### config.mk
export PLATFORM = sky130hd
export DESIGN_NAME = utf8_non_ascii_neutralizer_flat
export DESIGN_NICKNAME = d
export VERILOG_FILES = /design/src/rtl/utf8n_pkg.sv /design/src/rtl/utf8n_req_if.sv /design/src/rtl/utf8n_rsp_if.sv /design/src/rtl/utf8_non_ascii_neutralizer.sv /design/src/rtl/utf8n_decode.sv /design/src/rtl/utf8n_out_buf.sv /design/src/flat_wrapper.sv
export VERILOG_INCLUDE_DIRS = /design/src /design/src/rtl
export SDC_FILE = /design/constraint.sdc
export NUM_CORES = 1
export LEC_CHECK = 0
export BUFFER_PORTS_ARGS = -buffer_cell sky130_fd_sc_hd__buf_2
export CAP_MARGIN = 20
export CORE_MARGIN = 5
export CORE_UTILIZATION = 64
export DETAILED_ROUTE_END_ITERATION = 10
export PLACE_DENSITY_LB_ADDON = 0.25
export REMOVE_ABC_BUFFERS = 1
export SLEW_MARGIN = 30
export SYNTH_ARGS = -nofsm -noshare
export SYNTH_HDL_FRONTEND = slang
export SYNTH_HIERARCHICAL = 1
export SYNTH_SLANG_ARGS = --single-unit
### constraint.sdc
create_clock -name clock -period 5 [get_ports clock]
set_clock_uncertainty 0.1 [all_clocks]
set_input_delay 0.5 -clock clock [delete_from_list [all_inputs] [get_ports clock]]
set_output_delay 0.5 -clock clock [all_outputs]
set_load 0.05 [all_outputs]
### src/rtl/utf8_non_ascii_neutralizer_assert.svh
// -----------------------------------------------------------------------------
// utf8 neutralizer assertion macros
// shared concurrent assertion forms, all reset-qualified
// -----------------------------------------------------------------------------
`ifndef UTF8_NON_ASCII_NEUTRALIZER_ASSERT_SVH
`define UTF8_NON_ASCII_NEUTRALIZER_ASSERT_SVH

// same-cycle implication
`define UTF8N_ASSERT_SAME(label, clk, rst, ante, cons) \
   label: assert property (@(posedge clk) disable iff (rst) (ante) |-> (cons)) \
      else $error("utf8n: same-cycle check failed");

// next-cycle implication
`define UTF8N_ASSERT_NEXT(label, clk, rst, ante, cons) \
   label: assert property (@(posedge clk) disable iff (rst) (ante) |=> (cons)) \
      else $error("utf8n: next-cycle check failed");

`endif

### src/rtl/utf8n_pkg.sv
// -----------------------------------------------------------------------------
// utf8n_pkg
// shared types and constants of the utf8 neutralizer
// -----------------------------------------------------------------------------
package utf8n_pkg;

   localparam logic [7:0] CharU   = 8'h75;
   localparam logic [7:0] CharErr = 8'h00;

   // one result beat
   typedef struct packed {
      logic [7:0] out_char;
      logic       out_last;
      logic       out_error;
   } rsp_beat_type;

   // results handed from the decoder to the output buffer at once
   typedef struct packed {
      logic [1:0]   count;
      rsp_beat_type first;
      rsp_beat_type second;
   } push_type;

   // output buffer free slots seen by the decoder
   typedef struct packed {
      logic [1:0] free;
   } buf_status_type;

endpackage

### src/rtl/utf8n_req_if.sv
// -----------------------------------------------------------------------------
// utf8n_req_if
// byte stream channel: valid/ready with one raw byte and a last flag
// -----------------------------------------------------------------------------
interface utf8n_req_if;
   logic       valid;
   logic       ready;
   logic [7:0] in_byte;
   logic       in_last;

   modport source (output valid, output in_byte, output in_last, input ready);
   modport sink   (input valid, input in_byte, input in_last, output ready);
endinterface

### src/rtl/utf8n_rsp_if.sv
// -----------------------------------------------------------------------------
// utf8n_rsp_if
// result channel: valid/ready with output byte, last and error flags
// -----------------------------------------------------------------------------
interface utf8n_rsp_if;
   logic       valid;
   logic       ready;
   logic [7:0] out_char;
   logic       out_last;
   logic       out_error;

   modport source (output valid, output out_char, output out_last, output out_error,
                   input ready);
   modport sink   (input valid, input out_char, input out_last, input out_error,
                   output ready);
endinterface

### src/rtl/utf8_non_ascii_neutralizer.sv
// path: input register, then result buffer; a full buffer stalls the input register
// throughput: one byte per cycle given buffer room, one beat out per cycle given ready
// a code point above the bmp yields two beats and waits for an empty two-entry buffer
// reset: synchronous, active high; clears decode state, input valid and buffer pointers
// -----------------------------------------------------------------------------
// utf8_non_ascii_neutralizer
// passes ascii, puts 'u' per utf16 unit of a multi-byte utf8 sequence, flags bad input
// -----------------------------------------------------------------------------
module utf8_non_ascii_neutralizer (
   input  logic         clock,
   input  logic         reset,
   utf8n_req_if.sink    req_bus,
   utf8n_rsp_if.source  rsp_bus
);
   import utf8n_pkg::*;

   // decoder to buffer: beats produced by the byte in the input register
   push_type       push;
   // buffer to decoder: free slots, gates the decoder so no beat is lost
   buf_status_type status;

   // input register, lead/continuation state, code point accumulator
   utf8n_decode u_decode (
      .clock   (clock),
      .reset   (reset),
      .req_bus (req_bus),
      .status  (status),
      .push    (push)
   );

   // result register pair, parts the two handshakes
   utf8n_out_buf u_out_buf (
      .clock   (clock),
      .reset   (reset),
      .push    (push),
      .status  (status),
      .rsp_bus (rsp_bus)
   );

endmodule

### src/rtl/utf8n_decode.sv
// -----------------------------------------------------------------------------
// utf8n_decode
// input register, sequence state and single-pass decode of one byte
// -----------------------------------------------------------------------------
`include "utf8_non_ascii_neutralizer_assert.svh"

module utf8n_decode (
   input  logic                     clock,
   input  logic                     reset,
   utf8n_req_if.sink                req_bus,
   input  utf8n_pkg::buf_status_type status,
   output utf8n_pkg::push_type      push
);
   import utf8n_pkg::*;

   logic         vld_ff, vld_in;
   logic [7:0]   byte_ff, byte_in;
   logic         last_ff, last_in;
   logic [1:0]   exp_ff, exp_in;
   logic [20:0]  acc_ff, acc_in;

   logic [1:0]   n_res;
   rsp_beat_type res0, res1;
   logic [1:0]   exp_nxt;
   logic [20:0]  acc_nxt;
   logic [20:0]  acc_shift;
   logic [1:0]   exp_dec;
   logic         consume;
   logic         take;

   always_comb begin
      n_res     = 2'd0;
      res0      = '0;
      res1      = '0;
      exp_nxt   = exp_ff;
      acc_nxt   = acc_ff;
      acc_shift = {acc_ff[14:0], byte_ff[5:0]};
      exp_dec   = exp_ff - 2'd1;
      if (exp_ff == 2'd0) begin
         if (!byte_ff[7]) begin
            // plain ascii
            n_res = 2'd1;
            res0  = '{out_char: byte_ff, out_last: last_ff, out_error: 1'b0};
         end else if (byte_ff[7:3] == 5'b11111) begin
            n_res = 2'd1;
            res0  = '{out_char: CharErr, out_last: last_ff, out_error: 1'b1};
         end else if (byte_ff[7:6] == 2'b10) begin
            // stray continuation as a lead
            n_res = 2'd1;
            res0  = '{out_char: CharU, out_last: last_ff, out_error: 1'b0};
         end else if (last_ff) begin
            n_res = 2'd1;
            res0  = '{out_char: CharErr, out_last: 1'b1, out_error: 1'b1};
         end else if (byte_ff[5] == 1'b0) begin
            exp_nxt = 2'd1;
            acc_nxt = {16'd0, byte_ff[4:0]};
         end else if (byte_ff[4] == 1'b0) begin
            exp_nxt = 2'd2;
            acc_nxt = {17'd0, byte_ff[3:0]};
         end else begin
            exp_nxt = 2'd3;
            acc_nxt = {18'd0, byte_ff[2:0]};
         end
      end else if (byte_ff[7:6] != 2'b10) begin
         n_res   = 2'd1;
         res0    = '{out_char: CharErr, out_last: last_ff, out_error: 1'b1};
         exp_nxt = 2'd0;
         acc_nxt = '0;
      end else if (exp_dec == 2'd0) begin
         // sequence complete: beyond the bmp it takes a surrogate pair
         exp_nxt = 2'd0;
         acc_nxt = '0;
         if (acc_shift[20:16] != 5'd0) begin
            n_res = 2'd2;
            res0  = '{out_char: CharU, out_last: 1'b0, out_error: 1'b0};
            res1  = '{out_char: CharU, out_last: last_ff, out_error: 1'b0};
         end else begin
            n_res = 2'd1;
            res0  = '{out_char: CharU, out_last: last_ff, out_error: 1'b0};
         end
      end else if (last_ff) begin
         n_res   = 2'd1;
         res0    = '{out_char: CharErr, out_last: 1'b1, out_error: 1'b1};
         exp_nxt = 2'd0;
         acc_nxt = '0;
      end else begin
         exp_nxt = exp_dec;
         acc_nxt = acc_shift;
      end
   end

   assign consume = vld_ff && (n_res <= status.free);
   assign req_bus.ready = !vld_ff || consume;
   assign take = req_bus.valid && req_bus.ready;

   assign push.count  = consume ? n_res : 2'd0;
   assign push.first  = res0;
   assign push.second = res1;

   always_comb begin
      vld_in  = take ? 1'b1 : (consume ? 1'b0 : vld_ff);
      byte_in = take ? req_bus.in_byte : byte_ff;
      last_in = take ? req_bus.in_last : last_ff;
      exp_in  = consume ? exp_nxt : exp_ff;
      acc_in  = consume ? acc_nxt : acc_ff;
   end

   always_ff @(posedge clock) begin
      if (reset) begin
         vld_ff <= 1'b0;
         exp_ff <= 2'd0;
         acc_ff <= '0;
      end else begin
         vld_ff <= vld_in;
         exp_ff <= exp_in;
         acc_ff <= acc_in;
      end
   end

   always_ff @(posedge clock) begin
      byte_ff <= byte_in;
      last_ff <= last_in;
   end

   `UTF8N_ASSERT_SAME(a_pair_only_on_final, clock, reset,
      push.count == 2'd2, exp_ff == 2'd1 && status.free == 2'd2)
   `UTF8N_ASSERT_SAME(a_ascii_one_beat, clock, reset,
      consume && exp_ff == 2'd0 && !byte_ff[7], push.count == 2'd1)
   `UTF8N_ASSERT_NEXT(a_silent_means_pending, clock, reset,
      consume && push.count == 2'd0, exp_ff != 2'd0)

endmodule

### src/rtl/utf8n_out_buf.sv
// -----------------------------------------------------------------------------
// utf8n_out_buf
// two-entry result buffer, takes up to two beats per cycle
// -----------------------------------------------------------------------------
`include "utf8_non_ascii_neutralizer_assert.svh"

module utf8n_out_buf (
   input  logic                      clock,
   input  logic                      reset,
   input  utf8n_pkg::push_type       push,
   output utf8n_pkg::buf_status_type status,
   utf8n_rsp_if.source               rsp_bus
);
   import utf8n_pkg::*;

   rsp_beat_type entry_ff [2];
   rsp_beat_type entry_in [2];
   logic         rd_ptr_ff, rd_ptr_in;
   logic         wr_ptr_ff, wr_ptr_in;
   logic [1:0]   cnt_ff, cnt_in;
   logic         pop;

   assign status.free = 2'd2 - cnt_ff;

   assign rsp_bus.valid     = cnt_ff != 2'd0;
   assign rsp_bus.out_char  = entry_ff[rd_ptr_ff].out_char;
   assign rsp_bus.out_last  = entry_ff[rd_ptr_ff].out_last;
   assign rsp_bus.out_error = entry_ff[rd_ptr_ff].out_error;
   assign pop = rsp_bus.valid && rsp_bus.ready;

   always_comb begin
      entry_in = entry_ff;
      if (push.count != 2'd0) begin
         entry_in[wr_ptr_ff] = push.first;
      end
      if (push.count == 2'd2) begin
         entry_in[~wr_ptr_ff] = push.second;
      end
      wr_ptr_in = wr_ptr_ff ^ push.count[0];
      rd_ptr_in = rd_ptr_ff ^ pop;
      cnt_in    = cnt_ff + push.count - {1'b0, pop};
   end

   always_ff @(posedge clock) begin
      if (reset) begin
         rd_ptr_ff <= 1'b0;
         wr_ptr_ff <= 1'b0;
         cnt_ff    <= 2'd0;
      end else begin
         rd_ptr_ff <= rd_ptr_in;
         wr_ptr_ff <= wr_ptr_in;
         cnt_ff    <= cnt_in;
      end
   end

   always_ff @(posedge clock) begin
      entry_ff <= entry_in;
   end

   `UTF8N_ASSERT_SAME(a_cnt_bound, clock, reset, 1'b1, cnt_ff <= 2'd2)
   `UTF8N_ASSERT_SAME(a_push_fits, clock, reset, 1'b1, push.count <= status.free)
   `UTF8N_ASSERT_NEXT(a_pair_fills, clock, reset,
      push.count == 2'd2 && !pop, cnt_ff == 2'd2 && rd_ptr_ff == wr_ptr_ff)

endmodule
### src/flat_wrapper.sv
// flat-port wrapper written by rule: the top's interface ports become plain ports
module utf8_non_ascii_neutralizer_flat import utf8n_pkg::*;
  (clock, reset, req_bus_valid, req_bus_in_byte, req_bus_in_last, req_bus_ready, rsp_bus_valid, rsp_bus_out_char, rsp_bus_out_last, rsp_bus_out_error, rsp_bus_ready);
  utf8n_req_if req_bus_i ();
  utf8n_rsp_if rsp_bus_i ();
  input  logic clock;
  input  logic reset;
  input wire logic [$bits(req_bus_i.valid)-1:0] req_bus_valid;
  input wire logic [$bits(req_bus_i.in_byte)-1:0] req_bus_in_byte;
  input wire logic [$bits(req_bus_i.in_last)-1:0] req_bus_in_last;
  output wire logic [$bits(req_bus_i.ready)-1:0] req_bus_ready;
  output wire logic [$bits(rsp_bus_i.valid)-1:0] rsp_bus_valid;
  output wire logic [$bits(rsp_bus_i.out_char)-1:0] rsp_bus_out_char;
  output wire logic [$bits(rsp_bus_i.out_last)-1:0] rsp_bus_out_last;
  output wire logic [$bits(rsp_bus_i.out_error)-1:0] rsp_bus_out_error;
  input wire logic [$bits(rsp_bus_i.ready)-1:0] rsp_bus_ready;
  assign req_bus_i.valid = req_bus_valid;
  assign req_bus_i.in_byte = req_bus_in_byte;
  assign req_bus_i.in_last = req_bus_in_last;
  assign req_bus_ready = req_bus_i.ready;
  assign rsp_bus_valid = rsp_bus_i.valid;
  assign rsp_bus_out_char = rsp_bus_i.out_char;
  assign rsp_bus_out_last = rsp_bus_i.out_last;
  assign rsp_bus_out_error = rsp_bus_i.out_error;
  assign rsp_bus_i.ready = rsp_bus_ready;
  utf8_non_ascii_neutralizer u_core (.clock(clock), .reset(reset), .req_bus(req_bus_i), .rsp_bus(rsp_bus_i));
endmodule
==> results of run 1 <==
-- cell families after synthesis --
group           Yosys count  share of synthesized area (%)
compound gates           74                          19.44
xor+xnor                  5                          1.594
fa+ha+maj                 7                          3.187
buf+inv                  44                          8.880
flops                    49                          38.98
mux                      21                          8.288
other cells               1                         0.1365
simple gates             95                          19.49
-- stage by stage --
step	cells	power [mW]	util (%)	setup WS (ps)
4_1_cts	356	1.663	71.49	1010
2_1_floorplan	269	1.167	-	607.8
5_1_grt	356	1.762	71.49	554.5
6_report	356	1.658	71.49	922.9
3_5_place_dp	348	1.333	68.22	1040
3_3_place_gp	348	1.314	68.22	1142
-- report_power, final --
| group | switching [mW] | internal [mW] | total (mW) |
|---|---|---|---|
| registers | 0.0777 | 0.498 | 0.576 |
| clock network | 0.129 | 0.199 | 0.328 |
| logic | 0.498 | 0.257 | 0.755 |
| total | 0.705 | 0.954 | 1.66 |
-- area by class of cell --
cell class                 instances  area (um^2)  area share, %
clock inverter                     3        65.06          2.227
multi-input combinational        207         1448          49.55
inverter                          13        48.80          1.670
tap                               50        62.56          2.141
timing repair buffer              29        157.7          5.396
sequential                        49         1071          36.66
clock buffer                       5        68.82          2.355
-- registers in the layout (all words and copies together), names as in the netlist --
signal,cells
u_core/u_decode/vld_ff,1
u_core/u_decode/byte_ff,8
u_core/u_decode/acc_ff,13
u_core/u_out_buf/cnt_ff,2
u_core/u_out_buf/wr_ptr_ff,1
u_core/u_out_buf/rd_ptr_ff,1
u_core/u_decode/exp_ff,2
u_core/u_decode/last_ff,1
u_core/u_out_buf/entry_ff,20
-- Yosys cell counts (2+ instances only) --
cell type	number
sky130_fd_sc_hd__edfxtp_1	9
sky130_fd_sc_hd__nand4_1	2
sky130_fd_sc_hd__ha_1	7
sky130_fd_sc_hd__o22ai_1	10
sky130_fd_sc_hd__nor3b_1	11
sky130_fd_sc_hd__inv_1	13
sky130_fd_sc_hd__a22oi_1	10
sky130_fd_sc_hd__and2_1	4
sky130_fd_sc_hd__xnor2_1	5
sky130_fd_sc_hd__a211oi_1	2
sky130_fd_sc_hd__buf_4	11
sky130_fd_sc_hd__nand2_1	9
sky130_fd_sc_hd__a31oi_1	13
sky130_fd_sc_hd__a211oi_2	9
sky130_fd_sc_hd__nand2b_1	9
sky130_fd_sc_hd__or3_1	4
sky130_fd_sc_hd__nand3_1	2
sky130_fd_sc_hd__buf_2	6
sky130_fd_sc_hd__nor3_1	16
sky130_fd_sc_hd__clkbuf_1	10
sky130_fd_sc_hd__o21ai_1	10
sky130_fd_sc_hd__nor2b_1	10
sky130_fd_sc_hd__a21oi_1	5
sky130_fd_sc_hd__nor2_1	19
sky130_fd_sc_hd__a21o_1	4
sky130_fd_sc_hd__buf_6	4
sky130_fd_sc_hd__o21ai_0	3
sky130_fd_sc_hd__mux2_2	14
sky130_fd_sc_hd__dfxtp_1	40
sky130_fd_sc_hd__or4_1	2
sky130_fd_sc_hd__mux2i_1	7
-- critical path, delay by kind of cell (launching register included) --
kind | cells | cell delay [ps]
AND/OR/NAND/NOR | 6 | 2040
AO/OA/AOI/OAI | 4 | 1010
flip-flops | 1 | 310
adder cells (fa/ha/maj) | 1 | 310
buffers and inverters | 1 | 210
-- final timing paths --
check	end	slack, ps	cells after the start
hold / removal	u_core/u_decode/byte_ff[1]	270	1
setup / recovery	u_core/u_out_buf/entry_ff[11]	920	12
setup reg to reg	u_core/u_out_buf/entry_ff[11]	920	12
hold reg to reg	u_core/u_decode/acc_ff[1]	390	2
-- routing by layer --
layer / vias up / track usage (%) / part of all wire, %
met5: - / 0 / 0
met4: 0 / 5.631 / 1.3
met3: 8 / 4.485 / 7.1
met2: 92 / 32.02 / 45
met1: 1036 / 31.71 / 47
li1: 1080 / - / -
==> parameters.txt, run 1 <==
Parameter                              Value

Run status
  Run status ... completed

Setup path
  Setup crit start kind ... flop
  Class of the most critical setup path ... reg2reg
  List of cells traversed by the critical path ... or4_1 > o21ai_0 > nor3_1 > buf_4 > ha_1 > nor2b_1 > o21ai_0 > nand2_1 > nor2_1 > nand2b_1 > o22ai_1 > a211oi_2
  Startpoint of the most critical register-to-register path ... u_core/u_decode/acc_ff[10]
  WP data arrival ... 4190 ps
  Most frequent cell on the critical path ... sky130_fd_sc_hd__o21ai_0
  Data required time at the worst endpoint ... 5120 ps
  Worst Path Max Fanout ... 14
  Largest stage delay, worst path ... 630 ps
  CP Capture Type ... flop
  Critical-path top delay cell ... sky130_fd_sc_hd__nor2_1
  CP startpoint ... u_core/u_decode/acc_ff[10]

Finish
  Relative area change from synthesis to final layout ... 6.330%
  Final design area excluding fillers ... 0.002922 mm^2
  Layout cell share with drive strength beyond 1 ... 21.57%
  Commonest non-fill, non-tap cells in the layout ... 40 x sky130_fd_sc_hd__dfxtp_1, 24 x sky130_fd_sc_hd__buf_2, 19 x sky130_fd_sc_hd__nor2_1
  # diodes ... 0
  Nets ... 325
  Number of filler instances in the final layout ... 319
  Most common cell after layout, fill and taps aside ... sky130_fd_sc_hd__dfxtp_1

Synthesis
  Seq/Total Area, Yosys ... 38.98%
  Share of the synthesized area in the top cell type ... 29.14%
  Mean Syn Cell Area ... 9.283 um^2
  Number of flops mapped to enable cells by yosys ... 9
  Post-Syn Instances ... 296
  Top flip-flop cell by instance count after synthesis ... sky130_fd_sc_hd__dfxtp_1
  Leading area contributor after synthesis ... sky130_fd_sc_hd__dfxtp_1
  Count of unique library cells instantiated by Yosys ... 47
  Ranking of synthesized cells by area ... sky130_fd_sc_hd__dfxtp_1 29%, sky130_fd_sc_hd__edfxtp_1 9.8%, sky130_fd_sc_hd__mux2_2 5.7%, sky130_fd_sc_hd__a211oi_2 4.1%, sky130_fd_sc_hd__ha_1 3.2%
  Yosys Warn Count ... 6
  Share of async-settable or async-resettable flops after synthesis ... 0%
  Post-synthesis register bit count ... 49
  Area of the mapped netlist ... 0.002748 mm^2

Floorplan
  Area of the die ... 0.005703 mm^2
  Initial core utilization ... 67.24%
  Die span in y ... 75.52 um
  Horizontal die dimension ... 75.52 um
  Area of the core ... 0.004086 mm^2
  Top-level I/O count ... 25
  Count of standard-cell rows ... 23

Timing
  Time the worst path needs with I/O delays and setup ... 4077 ps
  Relative slew margins ... 47.09%
  Slew Limit Fails ... 0
  Worst hold-check slack ... 273.3 ps
  Max Clock Freq ... 245.3 MHz
  Final setup violation count ... 0
  Number of hold violations in the final report ... 0
  Setup repair after global routing missed its margin ... false
  Slew at the pin closest to its max-slew limit ... 790.7 ps
  Period Utilization, post-route ... 81.54%
  Sum Neg Setup Slack ... 0 ps

Place
  Quantity of I/O buffers inserted on ports ... 24
  Placed instance area ... 0.002788 mm^2
  Final GP Congestion ... 0.8369
  Half-perimeter wire length after placement ... 3.869 mm

GRT
  Global-route total usage across every layer ... 21.50%
  Number of global-route vias before repair ... 2047
  Pin count of the biggest net entering global routing ... 43
  Number of antenna violations at the first check in global routing ... 0
  First-pass GRT wire length ... 9.494 mm
  Final global-route overflow total ... 0

Job
  Max-cap check violation count ... 0

Power and ir drop
  Leakage ... 1.122 nW
  Power density relative to cell area ... 567.7 mW/mm^2
  Worst vdd rail ir drop ... 443.2 uV

Clock tree
  Clock-pin slew on the worst setup and hold paths ... 90 ps
  Root buffer cell ... sky130_fd_sc_hd__clkbuf_8
  Clock insertion delay at the later pin of the skew report ... 300 ps
  Number of post-CTS setup repair buffers ... 0
  CTS tree ... yes
  Worst-case clock buffer depth ... 2
  Number of buffers inserted by hold repair at cts ... 0
  Number of clock sinks seen by CTS ... 49
  Level count of the clock H-tree ... 2
  PostCTS Resize Cnt ... 0
  TritonCTS Buffers ... 5

Route
  Post-detailed-route count of antenna-violating nets ... 0
  DRC ... 0
  Total detailed-routing wirelength ... 5.524 mm
  TritonRoute pass-1 iters ... 5
  Number of vias per cell ... 6.225
  Average wire per cell in the routed design ... 15.52 um
  DR iter-0 viols ... 273
  Via count ... 2216

Hold path
  Source of the worst hold timing path ... req_bus_in_byte[1]
  Kind of path behind the tightest hold check ... in2reg
Note: power is estimated with default switching activity, not from simulation.
==> inputs of run 2 (changes only) <==
ABC_AREA = 1   (was not set)
CORE_UTILIZATION = 59   (was 64)
clock period = 3.95 ns   (was 5 ns; I/O delays follow)
==> parameters.txt, run 2 <==
Parameter                              Value

Clock tree
  Level count of the clock H-tree ... 2
  Worst-case clock buffer depth ... 2
  Clock-pin slew on the worst setup and hold paths ... 90 ps
  Root buffer cell ... sky130_fd_sc_hd__clkbuf_8
  Number of clock sinks seen by CTS ... 49
  CTS tree ... yes
  Number of post-CTS setup repair buffers ... 0
  Clock insertion delay at the later pin of the skew report ... 300 ps
  PostCTS Resize Cnt ... 0
  TritonCTS Buffers ... 5
  Number of buffers inserted by hold repair at cts ... 0

Synthesis
  Dominant cell by count in the synthesized netlist ... sky130_fd_sc_hd__nand2_1
  Top flip-flop cell by instance count after synthesis ... sky130_fd_sc_hd__dfxtp_1
  Post-synthesis xor/xnor area fraction ... 0%
  Adder-cell area share of the yosys netlist ... 3.089%
  Number of flops mapped to enable cells by yosys ... 9
  Simple-gate portion of the synthesized area ... 37.91%
  Share of async-settable or async-resettable flops after synthesis ... 0%
  Post-synthesis register bit count ... 49
  Ranking of synthesized cells by area ... sky130_fd_sc_hd__dfxtp_1 28%, sky130_fd_sc_hd__nand2_1 17%, sky130_fd_sc_hd__nand3_1 11%, sky130_fd_sc_hd__edfxtp_1 9.5%, sky130_fd_sc_hd__inv_1 7.8%
  Area of the mapped netlist ... 0.002835 mm^2
  Count of unique library cells instantiated by Yosys ... 27
  Mean Syn Cell Area ... 6.815 um^2
  Share of the synthesized area in the top cell type ... 28.24%
  Proportion of synthesized area in mux cells ... 0%
  Post-Syn Instances ... 416
  Combinational family with the most area after synthesis ... simple AND/OR/NAND/NOR gates
  Leading area contributor after synthesis ... sky130_fd_sc_hd__dfxtp_1
  Seq/Total Area, Yosys ... 37.78%
  Most numerous cell types in the synthesized netlist ... 125 x sky130_fd_sc_hd__nand2_1, 62 x sky130_fd_sc_hd__nand3_1, 59 x sky130_fd_sc_hd__inv_1, 40 x sky130_fd_sc_hd__dfxtp_1, 37 x sky130_fd_sc_hd__nor2_1
  Area fraction in compound gates after synthesis ... 5.605%
  Yosys Warn Count ... 6

Route
  Post-detailed-route count of antenna-violating nets ... 0
  Average wire per cell in the routed design ... 11.72 um
  Number of vias per cell ... 5.004
  Total detailed-routing wirelength ... 5.671 mm
  Met3 wire len ... 229 um
  DRC ... 0
  Uppermost layer routed ... met4
  Met2 layer wire length in the routed design ... 2.726 mm
  TritonRoute pass-1 iters ... 4
  Metal-1 WL ... 2.598 mm
  Via count ... 2422
  DR iter-0 viols ... 128

Place
  Final GP Congestion ... 0.8919
  Quantity of I/O buffers inserted on ports ... 24
  Placed instance area ... 0.002855 mm^2
  Post-place setup slack ... 391.5 ps
  Half-perimeter wire length after placement ... 4.232 mm
  Number of cells in the design after placement ... 476

Finish
  Relative area change from synthesis to final layout ... 4.634%
  Register with the most flip-flops ... u_core/u_out_buf/entry_ff
  Regs by FF count ... u_core/u_out_buf/entry_ff x20, u_core/u_decode/acc_ff x13, u_core/u_decode/byte_ff x8
  Number of standard cells in the layout, taps in and fillers out ... 484
  Flip-flop count of the largest register after layout ... 20
  Final design area excluding fillers ... 0.002967 mm^2
  Most common cell after layout, fill and taps aside ... sky130_fd_sc_hd__nand2_1
  # diodes ... 0
  Layout cell share with drive strength beyond 1 ... 13.49%
  Core occupancy in the finished layout ... 63.23%
  Nets ... 449
  Commonest non-fill, non-tap cells in the layout ... 125 x sky130_fd_sc_hd__nand2_1, 62 x sky130_fd_sc_hd__nand3_1, 59 x sky130_fd_sc_hd__inv_1

Floorplan
  Area of the die ... 0.006292 mm^2
  Initial core utilization ... 60.43%
  Horizontal die dimension ... 79.32 um
  Area of the core ... 0.004692 mm^2
  Die span in y ... 79.32 um
  Count of standard-cell rows ... 25
  Top-level I/O count ... 25

Timing
  Worst hold-check slack ... 164.2 ps
  Period Utilization, post-route ... 87.50%
  Slew at the pin closest to its max-slew limit ... 561.4 ps
  Slew Limit Fails ... 0
  Final setup violation count ... 0
  Sum Neg Setup Slack ... 0 ps
  Relative slew margins ... 62.52%
  Number of hold violations in the final report ... 0
  Max Clock Freq ... 289.3 MHz
  Final setup margin ... 493.8 ps
  Setup repair after global routing missed its margin ... false
  Time the worst path needs with I/O delays and setup ... 3456 ps

Setup path
  Class of the most critical setup path ... reg2reg
  Data required time at the worst endpoint ... 4050 ps
  Setup crit start kind ... flop
  Worst Path Max Fanout ... 12
  WP data arrival ... 3560 ps
  CP Capture Type ... flop

Power and ir drop
  Switching part of the total ... 47.63%
  Cell Int Power ... 1.118 mW
  Design Power ... 2.135 mW
  Seq pwr share ... 35.4%
  Power density relative to cell area ... 719.5 mW/mm^2
  Sw Pwr ... 1.017 mW
  Clock network power share ... 15.2%
  Logic gate share of total power ... 49.4%
  Worst vdd rail ir drop ... 369.0 uV
  Leakage ... 1.500 nW

GRT
  Pin count of the biggest net entering global routing ... 20
  Final global-route overflow total ... 0
  Number of global-route vias before repair ... 2260
  Global-route total usage across every layer ... 20.00%
  First-pass GRT wire length ... 9.922 mm
  Number of antenna violations at the first check in global routing ... 0

Hold path
  Kind of path behind the tightest hold check ... in2reg

Run status
  Run status ... completed

Job
  Max-cap check violation count ... 0
==> run 2: per-layer routing <==
metal / GRT usage [%] / vias to the layer above
li1: - / 1299
met4: 9.278 / 0
met3: 4.082 / 10
met2: 33.67 / 43
met5: 0 / -
met1: 24.43 / 1070
==> run 2: worst paths after layout <==
| kind | start | to | slack [ps] | cells past startpoint |
|---|---|---|---|---|
| min | req_bus_in_byte[1] | u_core/u_decode/byte_ff[1] | 160 | 1 |
| max | u_core/u_decode/exp_ff[0] | u_core/u_out_buf/entry_ff[9] | 490 | 18 |
| max reg2reg | u_core/u_decode/exp_ff[0] | u_core/u_out_buf/entry_ff[9] | 490 | 18 |
| min reg2reg | u_core/u_decode/acc_ff[14] | u_core/u_decode/acc_ff[14] | 370 | 2 |
==> run 2: critical path: stages, from the launching register on <==
cell,delay (ps)
sky130_fd_sc_hd__dfxtp_1,390
sky130_fd_sc_hd__inv_1,60
sky130_fd_sc_hd__ha_1,280
sky130_fd_sc_hd__inv_1,160
sky130_fd_sc_hd__nand2_1,140
sky130_fd_sc_hd__nor2_1,160
sky130_fd_sc_hd__nand2_1,100
sky130_fd_sc_hd__inv_1,260
sky130_fd_sc_hd__ha_1,310
sky130_fd_sc_hd__nand2_1,90
sky130_fd_sc_hd__nand2_2,80
sky130_fd_sc_hd__nand2_1,60
sky130_fd_sc_hd__nand2_1,40
sky130_fd_sc_hd__nor2_1,190
sky130_fd_sc_hd__nand2_1,270
sky130_fd_sc_hd__nor2_4,290
sky130_fd_sc_hd__inv_1,180
sky130_fd_sc_hd__nand3_1,120
sky130_fd_sc_hd__nand2_1,50
==> run 2: power groups by stage <==
stage                     combinational, mW  sequential (mW)  clock (mW)
after floorplan                       0.848            0.736           0
after global placement                 1.03            0.761           0
after detailed placement               1.05            0.767           0
after CTS                              1.06            0.755       0.332
after global routing                   1.18            0.773       0.352
final                                  1.05            0.756       0.324
==> run 2: cell type report <==
class / instances / area (um^2)
clock inverters: 1 / 5.005
fillers: 464 / 1725
well taps: 54 / 67.56
clock buffers: 7 / 96.34
inverters: 65 / 249.0
multi-input cells: 283 / 1350
repair buffers: 25 / 127.6
flip-flops and latches: 49 / 1071
==> run 2: logic make-up after synthesis <==
family / count (synthesis)
and+or+nand+nor: 243
other: 1
DFF: 49
buffers and inverters: 88
adders and majority gates: 7
AOI/OAI and AO/OA: 28
==> inputs of run 3 (changes only) <==
CORE_UTILIZATION = 58   (was 59)
PLACE_DENSITY = 0.78   (was not set)
PLACE_DENSITY_LB_ADDON = not set   (was 0.25)
SYNTH_HIERARCHICAL = not set   (was 1)
==> parameters.txt, run 3 <==
Parameter                              Value

Synthesis
  Post-Syn Instances ... 320
  Count of unique library cells instantiated by Yosys ... 30
  Yosys Warn Count ... 0
  Share of the synthesized area in the top cell type ... 32.90%
  Share of async-settable or async-resettable flops after synthesis ... 0%
  Number of flops mapped to enable cells by yosys ... 9
  Most numerous cell types in the synthesized netlist ... 83 x sky130_fd_sc_hd__nand2_1, 40 x sky130_fd_sc_hd__dfxtp_1, 37 x sky130_fd_sc_hd__nand3_1, 31 x sky130_fd_sc_hd__a21oi_1, 25 x sky130_fd_sc_hd__inv_1
  Dominant cell by count in the synthesized netlist ... sky130_fd_sc_hd__nand2_1
  Top flip-flop cell by instance count after synthesis ... sky130_fd_sc_hd__dfxtp_1
  Leading area contributor after synthesis ... sky130_fd_sc_hd__dfxtp_1
  Area of the mapped netlist ... 0.002434 mm^2
  Post-synthesis register bit count ... 49
  Ranking of synthesized cells by area ... sky130_fd_sc_hd__dfxtp_1 33%, sky130_fd_sc_hd__nand2_1 13%, sky130_fd_sc_hd__edfxtp_1 11%, sky130_fd_sc_hd__nand3_1 7.6%, sky130_fd_sc_hd__a21oi_1 6.4%
  Seq/Total Area, Yosys ... 44.01%
  Mean Syn Cell Area ... 7.605 um^2

Floorplan
  Count of standard-cell rows ... 23
  Initial core utilization ... 60.40%
  Area of the die ... 0.005591 mm^2
  Top-level I/O count ... 25
  Die span in y ... 74.78 um
  Horizontal die dimension ... 74.78 um
  Area of the core ... 0.004029 mm^2

Finish
  Register with the most flip-flops ... u_core.u_out_buf.entry_ff
  Final design area excluding fillers ... 0.002643 mm^2
  Most common cell after layout, fill and taps aside ... sky130_fd_sc_hd__nand2_1
  Number of standard cells in the layout, taps in and fillers out ... 389
  Nets ... 358
  Regs by FF count ... u_core.u_out_buf.entry_ff x20, u_core.u_decode.acc_ff x13, u_core.u_decode.byte_ff x8
  Relative area change from synthesis to final layout ... 8.586%
  Layout cell share with drive strength beyond 1 ... 13.27%
  # diodes ... 0
  Commonest non-fill, non-tap cells in the layout ... 83 x sky130_fd_sc_hd__nand2_1, 40 x sky130_fd_sc_hd__dfxtp_1, 37 x sky130_fd_sc_hd__nand3_1
  Flip-flop count of the largest register after layout ... 20
  Number of filler instances in the final layout ... 383

GRT
  Global-route total usage across every layer ... 19.06%
  Number of global-route vias before repair ... 1833
  Final global-route overflow total ... 0
  First-pass GRT wire length ... 8.176 mm
  Number of antenna violations at the first check in global routing ... 0
  Pin count of the biggest net entering global routing ... 27

Job
  Max-cap check violation count ... 0

Timing
  Number of hold violations in the final report ... 0
  Max Clock Freq ... 298.5 MHz
  Slew at the pin closest to its max-slew limit ... 672.2 ps
  Slew Limit Fails ... 0
  Final setup violation count ... 0
  Time the worst path needs with I/O delays and setup ... 3351 ps
  Sum Neg Setup Slack ... 0 ps
  Relative slew margins ... 55.12%
  Period Utilization, post-route ... 84.83%
  Setup repair after global routing missed its margin ... false

Setup path
  Class of the most critical setup path ... reg2reg
  Setup crit start kind ... flop
  Data required time at the worst endpoint ... 4080 ps
  CP Capture Type ... flop
  Worst Path Max Fanout ... 11
  WP data arrival ... 3480 ps

Clock tree
  Root buffer cell ... sky130_fd_sc_hd__clkbuf_8
  Number of clock sinks seen by CTS ... 49
  Clock insertion delay at the later pin of the skew report ... 300 ps
  TritonCTS Buffers ... 5
  PostCTS Resize Cnt ... 0
  Clock-pin slew on the worst setup and hold paths ... 80 ps
  Number of post-CTS setup repair buffers ... 0
  Number of buffers inserted by hold repair at cts ... 0
  Worst-case clock buffer depth ... 2
  CTS tree ... yes
  Level count of the clock H-tree ... 2

Power and ir drop
  Seq pwr share ... 41.1%
  Logic gate share of total power ... 41.0%
  Cell Int Power ... 1.004 mW
  Sw Pwr ... 0.7592 mW
  Worst vdd rail ir drop ... 349.3 uV
  Leakage ... 1.201 nW
  Power density relative to cell area ... 667.2 mW/mm^2
  Switching part of the total ... 43.06%
  Clock network power share ... 17.9%

Place
  Placed instance area ... 0.002541 mm^2
  Half-perimeter wire length after placement ... 3.437 mm
  Quantity of I/O buffers inserted on ports ... 24
  Number of cells in the design after placement ... 381
  Final GP Congestion ... 0.8182

Route
  Via count ... 2063
  DR iter-0 viols ... 99
  Number of vias per cell ... 5.303
  Total detailed-routing wirelength ... 4.771 mm
  TritonRoute pass-1 iters ... 4
  Average wire per cell in the routed design ... 12.26 um
  DRC ... 0
  Post-detailed-route count of antenna-violating nets ... 0

Run status
  Run status ... completed

Hold path
  Kind of path behind the tightest hold check ... in2reg
==> run 3: critical path, stage by stage, from the launching register on <==
cell and delay (ps):
sky130_fd_sc_hd__dfxtp_1 340, sky130_fd_sc_hd__inv_1 70, sky130_fd_sc_hd__ha_1 370, sky130_fd_sc_hd__nor2_1 140
sky130_fd_sc_hd__nand2_4 120, sky130_fd_sc_hd__clkinv_2 70, sky130_fd_sc_hd__nand2_4 100, sky130_fd_sc_hd__inv_1 50
sky130_fd_sc_hd__ha_1 300, sky130_fd_sc_hd__nand2_1 70, sky130_fd_sc_hd__nand2_1 80, sky130_fd_sc_hd__a21boi_0 230
sky130_fd_sc_hd__nand3_1 150, sky130_fd_sc_hd__ha_1 300, sky130_fd_sc_hd__inv_1 40, sky130_fd_sc_hd__ha_1 170
sky130_fd_sc_hd__xnor2_1 180, sky130_fd_sc_hd__xor2_1 190, sky130_fd_sc_hd__o21ai_0 100, sky130_fd_sc_hd__a21oi_1 110
==> run 3: logic make-up (layout without fill, tap and decap cells) <==
kind of cell,after synthesis,count (layout),synth area share [%]
adders and majority gates,7,7,3.599
buffers and inverters,44,63,8.328
AOI/OAI and AO/OA,63,63,14.14
xor gates and xnor gates,2,2,0.7199
and+or+nand+nor,155,155,29.20
DFF,49,49,44.01
==> run 3: stage by stage <==
stage | hold WS (ps) | worst slack (ps) | util (%) | total power, mW
3_5_place_dp | 338.4 | 627.7 | 63.07 | 1.460
4_1_cts | 156.2 | 609.1 | 65.59 | 1.777
3_3_place_gp | 332.6 | 783.0 | 63.07 | 1.441
5_1_grt | 154.2 | 240.3 | 65.59 | 1.899
2_1_floorplan | 321.5 | 609.2 | - | 1.290
6_report | 166.3 | 599.4 | 65.59 | 1.763
==> run 3: worst paths after layout <==
kind                                               startpoint                             to  slack [ps]  cells past startpoint
worst max-delay path                u_core.u_decode.exp_ff[0]     u_core.u_out_buf.cnt_ff[1]         600                     19
worst min-delay path                       req_bus_in_byte[5]     u_core.u_decode.byte_ff[5]         170                      1
worst max register to register      u_core.u_decode.exp_ff[0]     u_core.u_out_buf.cnt_ff[1]         600                     19
worst min register to register  u_core.u_out_buf.entry_ff[19]  u_core.u_out_buf.entry_ff[19]         350                      2
==> run 3: power groups by stage <==
stage          Clock [mW]  Combinational [mW]  Sequential [mW]
6_report            0.316               0.723            0.724
2_1_floorplan           0               0.579            0.711
3_3_place_gp            0               0.711            0.730
5_1_grt             0.348               0.811            0.740
4_1_cts             0.326               0.727            0.724
3_5_place_dp            0               0.724            0.736
==> run 3: layer usage <==
layer	share of wire, %	track usage (%)	wire length (um)	up-vias
met1	47	25.86	2236	918
met4	1.8	8.498	85	0
li1	-	-	-	1091
met2	47	29.37	2222	47
met5	0	0	0	-
met3	4.8	4.005	227	7
==> run 3: cell type report <==
cell class	count	area (um^2)	share of cell area [%]
well taps	50	62.56	2.367
repair buffers	26	135.1	5.114
clock inverters	1	5.005	0.1894
flip-flops and latches	49	1071	40.53
inverters	29	112.6	4.261
clock buffers	7	96.34	3.646
multi-input cells	227	1160	43.89
